--- src/hdl/adtsfs_pkg.sv ---
`timescale 1ns / 1ps
// ----------------------------------------------------------------------------
// adtsfs_pkg
// Shared types and constants of the ADTS frame splitter.
// ----------------------------------------------------------------------------
package adtsfs_pkg;

  localparam int unsigned BYTE_W  = 8;
  localparam int unsigned LEN_W   = 13;
  localparam int unsigned FNUM_W  = 16;
  localparam int unsigned BEAT_W  = 3;

  // Default depth of the job queue between parser and emitter
  localparam int unsigned QUEUE_DEPTH = 4;

  // Sync pattern and header layout
  localparam logic [BYTE_W-1:0] SYNC_BYTE    = 8'hFF;
  localparam logic [3:0]        SYNC_NIBBLE  = 4'hF;
  localparam logic [LEN_W-1:0]  MIN_LEN      = 13'd7;
  localparam logic [LEN_W-1:0]  LEN_POS_BYTE = 13'd5;  // byte that completes the length

  // Emitter beat numbers for a header job: sync byte, bytes 1..4, byte 5
  localparam logic [BEAT_W-1:0] BEAT_SYNC = 3'd0;
  localparam logic [BEAT_W-1:0] BEAT_H1   = 3'd1;
  localparam logic [BEAT_W-1:0] BEAT_H2   = 3'd2;
  localparam logic [BEAT_W-1:0] BEAT_H3   = 3'd3;
  localparam logic [BEAT_W-1:0] BEAT_H4   = 3'd4;
  localparam logic [BEAT_W-1:0] BEAT_LAST = 3'd5;

  // Parser phase
  typedef enum logic [1:0] {
    PH_HUNT = 2'd0,
    PH_SYNC = 2'd1,
    PH_HEAD = 2'd2,
    PH_BODY = 2'd3
  } phase_t;

  // One job from parser to emitter: a header job expands into six bytes,
  // a body job into one
  typedef struct packed {
    logic              hdr;
    logic              last;
    logic [BYTE_W-1:0] data;
    logic [LEN_W-1:0]  size;
    logic [FNUM_W-1:0] number;
    logic [BYTE_W-1:0] h1;
    logic [BYTE_W-1:0] h2;
    logic [BYTE_W-1:0] h3;
    logic [BYTE_W-1:0] h4;
  } job_t;

endpackage

--- src/hdl/adtsfs_front.sv ---
`timescale 1ns / 1ps
// ----------------------------------------------------------------------------
// adtsfs_front
// Byte parser: hunts for the syncword, collects the header, checks the
// frame length and issues header and body jobs.
// ----------------------------------------------------------------------------
module adtsfs_front (
  input  logic                       clk,
  input  logic                       rst,
  input  logic                       take,
  input  logic [adtsfs_pkg::BYTE_W-1:0] stream_byte,
  output logic                       job_push,
  output adtsfs_pkg::job_t           job
);

  adtsfs_pkg::phase_t                phase, phase_next;
  logic [adtsfs_pkg::LEN_W-1:0]      byte_position, byte_position_next;
  logic [adtsfs_pkg::LEN_W-1:0]      current_length, current_length_next;
  logic [adtsfs_pkg::FNUM_W-1:0]     frame_counter, frame_counter_next;
  logic [adtsfs_pkg::BYTE_W-1:0]     h1, h2, h3, h4;
  logic [adtsfs_pkg::LEN_W-1:0]      len;
  logic [adtsfs_pkg::LEN_W:0]        pos_inc;
  logic                              body_last;
  logic                              hdr_push;

  // Length field from bytes 3, 4 and the current byte 5
  assign len       = {h3[1:0], h4, stream_byte[7:5]};
  assign pos_inc   = {1'b0, byte_position} + 14'd1;
  assign body_last = (pos_inc >= {1'b0, current_length});

  // Next state and job issue
  always_comb begin
    phase_next          = phase;
    byte_position_next  = byte_position;
    current_length_next = current_length;
    frame_counter_next  = frame_counter;
    job_push            = 1'b0;
    hdr_push            = 1'b0;
    unique case (phase)
      adtsfs_pkg::PH_HUNT: begin
        if (stream_byte == adtsfs_pkg::SYNC_BYTE) begin
          byte_position_next = 13'd1;
          phase_next         = adtsfs_pkg::PH_SYNC;
        end
      end
      adtsfs_pkg::PH_SYNC: begin
        if (stream_byte[7:4] == adtsfs_pkg::SYNC_NIBBLE) begin
          byte_position_next = 13'd2;
          phase_next         = adtsfs_pkg::PH_HEAD;
        end else if (stream_byte == adtsfs_pkg::SYNC_BYTE) begin
          byte_position_next = 13'd1;
        end else begin
          byte_position_next = '0;
          phase_next         = adtsfs_pkg::PH_HUNT;
        end
      end
      adtsfs_pkg::PH_HEAD: begin
        if (byte_position < adtsfs_pkg::LEN_POS_BYTE) begin
          byte_position_next = pos_inc[adtsfs_pkg::LEN_W-1:0];
        end else if (len < adtsfs_pkg::MIN_LEN) begin
          // short length: drop the header, hunt again
          byte_position_next  = '0;
          current_length_next = '0;
          phase_next          = adtsfs_pkg::PH_HUNT;
        end else begin
          current_length_next = len;
          byte_position_next  = 13'd6;
          phase_next          = adtsfs_pkg::PH_BODY;
          job_push            = 1'b1;
          hdr_push            = 1'b1;
        end
      end
      adtsfs_pkg::PH_BODY: begin
        job_push = 1'b1;
        if (body_last) begin
          frame_counter_next = frame_counter + 16'd1;
          byte_position_next = '0;
          phase_next         = adtsfs_pkg::PH_HUNT;
        end else begin
          byte_position_next = pos_inc[adtsfs_pkg::LEN_W-1:0];
        end
      end
      default: begin
        phase_next = adtsfs_pkg::PH_HUNT;
      end
    endcase
    job_push = job_push & take;
  end

  // Job payload; a header job carries the new length
  always_comb begin
    job.hdr    = hdr_push;
    job.last   = ~hdr_push & body_last;
    job.data   = stream_byte;
    job.size   = hdr_push ? len : current_length;
    job.number = frame_counter;
    job.h1     = h1;
    job.h2     = h2;
    job.h3     = h3;
    job.h4     = h4;
  end

  // Control state
  always_ff @(posedge clk) begin
    if (rst) begin
      phase          <= adtsfs_pkg::PH_HUNT;
      byte_position  <= '0;
      current_length <= '0;
      frame_counter  <= '0;
    end else if (take) begin
      phase          <= phase_next;
      byte_position  <= byte_position_next;
      current_length <= current_length_next;
      frame_counter  <= frame_counter_next;
    end
  end

  // Header hold; byte 0 is always the sync byte and is not stored
  always_ff @(posedge clk) begin
    if (take) begin
      if (phase == adtsfs_pkg::PH_SYNC &&
          stream_byte[7:4] == adtsfs_pkg::SYNC_NIBBLE) begin
        h1 <= stream_byte;
      end
      if (phase == adtsfs_pkg::PH_HEAD) begin
        case (byte_position[2:0])
          3'd2:    h2 <= stream_byte;
          3'd3:    h3 <= stream_byte;
          3'd4:    h4 <= stream_byte;
          default: ;
        endcase
      end
    end
  end

endmodule

--- src/hdl/adtsfs_queue.sv ---
`timescale 1ns / 1ps
// ----------------------------------------------------------------------------
// adtsfs_queue
// Small job queue between parser and emitter.
// ----------------------------------------------------------------------------
module adtsfs_queue #(
  parameter int unsigned DEPTH = adtsfs_pkg::QUEUE_DEPTH
) (
  input  logic             clk,
  input  logic             rst,
  input  logic             wr,
  input  adtsfs_pkg::job_t wr_job,
  input  logic             rd,
  output adtsfs_pkg::job_t rd_job,
  output logic             full,
  output logic             empty
);

  localparam int unsigned PW = (DEPTH > 1) ? $clog2(DEPTH) : 1;
  localparam int unsigned CW = $clog2(DEPTH + 1);

  adtsfs_pkg::job_t mem [DEPTH];
  logic [PW-1:0]    wr_ptr, rd_ptr;
  logic [CW-1:0]    count;
  logic             do_wr, do_rd;

  assign full   = (count == CW'(DEPTH));
  assign empty  = (count == '0);
  assign do_wr  = wr & ~full;
  assign do_rd  = rd & ~empty;
  assign rd_job = mem[rd_ptr];

  // Storage
  always_ff @(posedge clk) begin
    if (do_wr) begin
      mem[wr_ptr] <= wr_job;
    end
  end

  // Pointers and fill count
  always_ff @(posedge clk) begin
    if (rst) begin
      wr_ptr <= '0;
      rd_ptr <= '0;
      count  <= '0;
    end else begin
      if (do_wr) begin
        wr_ptr <= (wr_ptr == PW'(DEPTH - 1)) ? '0 : wr_ptr + 1'b1;
      end
      if (do_rd) begin
        rd_ptr <= (rd_ptr == PW'(DEPTH - 1)) ? '0 : rd_ptr + 1'b1;
      end
      if (do_wr && !do_rd) begin
        count <= count + 1'b1;
      end else if (do_rd && !do_wr) begin
        count <= count - 1'b1;
      end
    end
  end

endmodule

--- src/hdl/adtsfs_back.sv ---
`timescale 1ns / 1ps
// ----------------------------------------------------------------------------
// adtsfs_back
// Emitter: expands jobs into result bytes, decodes the header fields and
// holds each result in an output register until it is popped.
// ----------------------------------------------------------------------------
module adtsfs_back (
  input  logic                           clk,
  input  logic                           rst,
  input  adtsfs_pkg::job_t               job,
  input  logic                           job_empty,
  output logic                           job_pop,
  input  logic                           pop,
  output logic                           empty,
  output logic [adtsfs_pkg::BYTE_W-1:0]  frame_byte,
  output logic                           is_first,
  output logic                           is_last,
  output logic [adtsfs_pkg::LEN_W-1:0]   frame_size,
  output logic [adtsfs_pkg::FNUM_W-1:0]  frame_number,
  output logic                           mpeg_version,
  output logic [1:0]                     profile_code,
  output logic [3:0]                     sampling_index,
  output logic [2:0]                     channel_config
);

  logic                           out_valid;
  logic                           slot_free;
  logic                           load;
  logic [adtsfs_pkg::BEAT_W-1:0]  beat;
  logic [adtsfs_pkg::BYTE_W-1:0]  beat_byte;

  assign slot_free = ~out_valid | pop;
  assign load      = slot_free & ~job_empty;
  assign job_pop   = load & (~job.hdr | (beat == adtsfs_pkg::BEAT_LAST));
  assign empty     = ~out_valid;

  // Byte of the current beat
  always_comb begin
    if (!job.hdr) begin
      beat_byte = job.data;
    end else begin
      unique case (beat)
        adtsfs_pkg::BEAT_SYNC: beat_byte = adtsfs_pkg::SYNC_BYTE;
        adtsfs_pkg::BEAT_H1:   beat_byte = job.h1;
        adtsfs_pkg::BEAT_H2:   beat_byte = job.h2;
        adtsfs_pkg::BEAT_H3:   beat_byte = job.h3;
        adtsfs_pkg::BEAT_H4:   beat_byte = job.h4;
        default:               beat_byte = job.data;
      endcase
    end
  end

  // Beat counter and output valid
  always_ff @(posedge clk) begin
    if (rst) begin
      beat      <= adtsfs_pkg::BEAT_SYNC;
      out_valid <= 1'b0;
    end else begin
      if (load) begin
        beat <= job_pop ? adtsfs_pkg::BEAT_SYNC : beat + 1'b1;
      end
      if (slot_free) begin
        out_valid <= ~job_empty;
      end
    end
  end

  // Result register
  always_ff @(posedge clk) begin
    if (load) begin
      frame_byte     <= beat_byte;
      is_first       <= job.hdr & (beat == adtsfs_pkg::BEAT_SYNC);
      is_last        <= job.last;
      frame_size     <= job.size;
      frame_number   <= job.number;
      mpeg_version   <= job.h1[3];
      profile_code   <= job.h2[7:6];
      sampling_index <= job.h2[5:2];
      channel_config <= {job.h2[0], job.h3[7:6]};
    end
  end

endmodule

--- src/hdl/adts_frame_splitter_unit.sv ---
`timescale 1ns / 1ps
// ----------------------------------------------------------------------------
// adts_frame_splitter_unit
// ADTS byte stream deframer with queue handshakes on both sides.
// ----------------------------------------------------------------------------
// Input: one stream byte per transaction (push while full is low). Output:
// one frame byte per transaction with its frame length, frame number,
// header fields and first/last marks (pop while empty is low).
// The parser takes one byte per cycle whenever its job queue has room.
// Bytes outside a frame and header bytes 0..4 give no result. Byte 5 of a
// valid header gives six results, emitted one per cycle while the receiver
// keeps popping; each payload byte gives one result. A result passes
// through the job queue and the output register before it reaches the ports.
// Sustained rate: one byte per cycle in payload while the receiver pops. The
// six-beat header expansion can fill the queue and stall the input; full
// drops as soon as a job leaves the queue.
// If the receiver stalls, the held result stays on the ports, the queue
// fills and full rises. Reset (rst, synchronous) empties the queue and the
// output register and restarts the sync hunt and the frame count at zero.
// ----------------------------------------------------------------------------
module adts_frame_splitter_unit #(
  parameter int unsigned QUEUE_DEPTH = adtsfs_pkg::QUEUE_DEPTH
) (
  input  logic                          clk,
  input  logic                          rst,
  input  logic                          push,
  output logic                          full,
  input  logic [adtsfs_pkg::BYTE_W-1:0] stream_byte,
  input  logic                          pop,
  output logic                          empty,
  output logic [adtsfs_pkg::BYTE_W-1:0] frame_byte,
  output logic                          is_first,
  output logic                          is_last,
  output logic [adtsfs_pkg::LEN_W-1:0]  frame_size,
  output logic [adtsfs_pkg::FNUM_W-1:0] frame_number,
  output logic                          mpeg_version,
  output logic [1:0]                    profile_code,
  output logic [3:0]                    sampling_index,
  output logic [2:0]                    channel_config
);

  logic             take;
  logic             job_push;
  logic             job_pop;
  logic             q_empty;
  adtsfs_pkg::job_t job_in, job_out;

  assign take = push & ~full;

  // Parser
  adtsfs_front u_front (
    .clk         (clk),
    .rst         (rst),
    .take        (take),
    .stream_byte (stream_byte),
    .job_push    (job_push),
    .job         (job_in)
  );

  // Job queue
  adtsfs_queue #(
    .DEPTH (QUEUE_DEPTH)
  ) u_queue (
    .clk    (clk),
    .rst    (rst),
    .wr     (job_push),
    .wr_job (job_in),
    .rd     (job_pop),
    .rd_job (job_out),
    .full   (full),
    .empty  (q_empty)
  );

  // Emitter
  adtsfs_back u_back (
    .clk            (clk),
    .rst            (rst),
    .job            (job_out),
    .job_empty      (q_empty),
    .job_pop        (job_pop),
    .pop            (pop),
    .empty          (empty),
    .frame_byte     (frame_byte),
    .is_first       (is_first),
    .is_last        (is_last),
    .frame_size     (frame_size),
    .frame_number   (frame_number),
    .mpeg_version   (mpeg_version),
    .profile_code   (profile_code),
    .sampling_index (sampling_index),
    .channel_config (channel_config)
  );

endmodule

--- config.mk ---
export PLATFORM = sky130hd
export DESIGN_NAME = adts_frame_splitter_unit
export DESIGN_NICKNAME = d
export VERILOG_FILES = /design/src/hdl/adtsfs_pkg.sv /design/src/hdl/adtsfs_front.sv /design/src/hdl/adtsfs_queue.sv /design/src/hdl/adtsfs_back.sv /design/src/hdl/adts_frame_splitter_unit.sv
export SDC_FILE = /design/constraint.sdc
export NUM_CORES = 1
export LEC_CHECK = 0
export ABC_CLOCK_PERIOD_IN_PS = 5200
export BUFFER_PORTS_ARGS = -buffer_cell sky130_fd_sc_hd__buf_2
export CELL_PAD_IN_SITES_DETAIL_PLACEMENT = 1
export CELL_PAD_IN_SITES_GLOBAL_PLACEMENT = 1
export CORE_ASPECT_RATIO = 1.2
export CORE_UTILIZATION = 50
export CTS_BUF_LIST = sky130_fd_sc_hd__clkbuf_2
export CTS_CLUSTER_DIAMETER = 120
export DETAILED_ROUTE_END_ITERATION = 8
export PLACE_DENSITY_LB_ADDON = 0.1
export SYNTH_ARGS = -nofsm -noshare
export SYNTH_HDL_FRONTEND = slang
export SYNTH_SLANG_ARGS = --single-unit
--- constraint.sdc ---
create_clock -name clk -period 5.2 [get_ports clk]
set_input_delay 0.52 -clock clk [delete_from_list [all_inputs] [get_ports clk]]
set_output_delay 0.52 -clock clk [all_outputs]
set_load 0.02 [all_outputs]
==> impl_metrics.json <==
{
  "end_kind": "register",
  "track_usage": 0.217,
  "use_met1": 0.263,
  "synth_top_cell_by_area": "edfxtp_1",
  "critPathMaxFanout": 11,
  "rsz0062_at_grt": "false",
  "ant_nets": 0,
  "die_x_um": 167,
  "num_rows": 72,
  "grtUsageMet2": 0.377,
  "cp.arrival_ps": 4580,
  "critPathLaunchType": "register",
  "cts-root-buf": "clkbuf_2",
  "overflow": 0,
  "period_share": 0.721,
  "syn_inst": 929,
  "grt_max_degree": 54,
  "ioPinCount": 63,
  "final_net_count": 1121,
  "ys_seq_area_frac": 0.738,
  "power_leakage_uw": 0.00617,
  "fin_tns_setup_ps": 0,
  "synthesis.nets": 971,
  "synthDistinctLibCells": 55,
  "fp.dieH_um": 200,
  "vias": 8706,
  "crit_chain": "and4_4 > and4_1 > and3_1 > xnor2_1 > inv_1 > ha_1 > nand2_1 > nor3_1 > o21ai_1 > a31oi_1 > or3_1 > o21ai_0",
  "dr.pass1.iters": 4,
  "coreArea_um2": 32300,
  "via_per_inst": 5.53,
  "final_area_um2": 18200,
  "dieArea_um2": 33500,
  "synth_flop_cell": "edfxtp_1",
  "drive_gt1_frac": 0.285,
  "status": "complete, no violations",
  "fin_util": 0.564,
  "synth_warnings": 0,
  "slowest_delay_ps": 590,
  "antenna_found_initial": 2,
  "slew_headroom": 0.241,
  "max-cap-violations": 0,
  "yosys.area.top_type_share": 0.669,
  "hpwl_um": 21400,
  "cts_tree": "yes",
  "dpl-instance-area_um2": 17200,
  "drv_slew": 0,
  "min_path_type": "in -> reg",
  "numPortBuffers": 62,
  "synth.most_common_cell": "edfxtp_1",
  "power_density_nw_per_um2": 319,
  "fin_crit_ps": 3750,
  "grt_pass1_vias": 9529,
  "wl_per_cell_um": 22.3,
  "clock.fmax_mhz": 267,
  "cts.path.max_buffers": 3,
  "synth_common_cells": "edfxtp_1, mux4_2, dfxtp_1",
  "cts.clk_slew.worst_paths_ps": 110,
  "syn_to_final_growth_pct": 11.1,
  "syn_area_per_cell_um2": 17.6,
  "worstPathRequired_ps": 6030,
  "ctsResizeCount": 0,
  "start_util": 0.508,
  "power_uw": 5800,
  "drcViolationCount": 0,
  "clock_latency_ps": 940,
  "gr-max-usage-layer": "met2",
  "peakVddDrop_uv": 184,
  "cts.sinks": 422,
  "post_cts_buffers": 0,
  "finalWirelength_um": 35000,
  "synth_area_leaders": "edfxtp_1, mux4_2, dfxtp_1",
  "synthArstFlopShare": 0,
  "cpMaxStageDelayCell": "o21ai_1",
  "fill_cells": 3041,
  "synth_area_um2": 16400,
  "gp_congestion": 0.842,
  "synth_edf_count": 365,
  "drt-initial-drc-count": 507,
  "cts_buffers": 100,
  "synth_seq_cells": 422,
  "h-tree-depth": 3,
  "grt_util_met3": 0.0502,
  "setup_viol": 0,
  "grt_pass1_wl_um": 54500,
  "worstSetupPathType": "reg -> reg",
  "fin_skew_ps": 64.8,
  "tightest_slew_ps": 1130,
  "hold_viol": 0
}
worst max-delay path, delay by kind of cell (launching register included):
family          cells  cell delay [ps]
compound gates      3             1200
xor+xnor            1              140
fa+ha+maj           1              280
buf+inv             1               60
flops               1              470
simple gates        6             1510
cell families after synthesis:
| group | share of synthesized area |
|---|---|
| AOI/OAI and AO/OA | 0.0423 |
| adders and majority gates | 0.0234 |
| DFF | 0.738 |
| and+or+nand+nor | 0.0525 |
| muxes | 0.114 |
| buffers and inverters | 0.0186 |
| xor gates and xnor gates | 0.0112 |
registers in the layout, summed over array words and instances, names as in the netlist, 2 cells and up, named ones only:
signal                  count
u_front.byte_position      13
u_back.beat                 3
u_queue.count               3
u_front.current_length     13
u_front.h2                  8
u_front.h3                  8
u_back.frame_size          13
u_queue.wr_ptr              2
u_queue.rd_ptr              2
u_back.channel_config       3
u_back.sampling_index       4
u_front.frame_counter      16
u_back.frame_number        16
u_queue.mem               284
u_front.h1                  8
u_front.phase               2
u_back.profile_code         2
u_back.frame_byte           8
u_front.h4                  8
stage by stage:
stage	setup WS [ps]	hold slack (ps)	cells
2_1_floorplan	451	441	929
5_1_grt	1140	207	1573
4_1_cts	1500	178	1571
3_5_place_dp	1550	467	1374
6_report	1450	261	1573
3_3_place_gp	1620	457	1374
cells in the final DEF (no fill, tap or decap), types with 5 or more instances in the layout:
cell	instances
a211oi_1	6
mux2_2	15
and2_1	5
nor2_1	46
mux2i_1	6
buf_2	62
inv_1	37
edfxtp_1	365
and3_1	6
a21oi_1	44
xnor2_1	17
nand4_1	10
dlygate4sd3_1	10
nand3_1	22
nor3_1	9
clkbuf_2	148
clkinv_1	31
nor2b_1	9
nand2_1	51
mux4_2	71
dfxtp_1	55
a31oi_1	9
o21ai_0	17
ha_1	29
nor4_1	5
buf_4	13
per-layer routing:
metal,share of wire,up-vias
met5,0,-
met4,0.023,0
met3,0.038,52
met2,0.52,193
met1,0.42,4444
li1,-,4017
final timing paths:
path	from	end	slack, ps	depth (start not counted)
worst max register to register	u_front.byte_position[2]$_SDFFE_PP0P_	u_front.byte_position[11]$_SDFFE_PP0P_	1450	12
worst min-delay path	rst	u_front.frame_counter[6]$_SDFFE_PP0P_	260	2
worst min register to register	u_front.h3[4]$_DFFE_PP_	u_queue.mem[0][12]$_DFFE_PP_	480	0
worst max-delay path	u_front.byte_position[2]$_SDFFE_PP0P_	u_front.byte_position[11]$_SDFFE_PP0P_	1450	12
repair_timing:
item,CTS,global route
hold buffers,10,0
setup endpoints to repair,0,0
hold endpoints to repair,70,0
power breakdown:
part           leakage (µW)  switching [µW]  internal, µW
Clock              0.000709            1290           821
Combinational       0.00166            40.2          17.5
Sequential          0.00381            2.38          3630
Total               0.00617            1330          4470
final cells by class:
class	count	area, µm²	share of cell area
well taps	407	509	0.0280
clock inverters	39	186	0.0102
diodes	2	5.00	0.000275
repair buffers	85	508	0.0279
multi-input cells	432	4000	0.220
clock buffers	148	741	0.0407
flip-flops and latches	422	12100	0.665
inverters	38	143	0.00784
(Power assumes the default switching activity.)
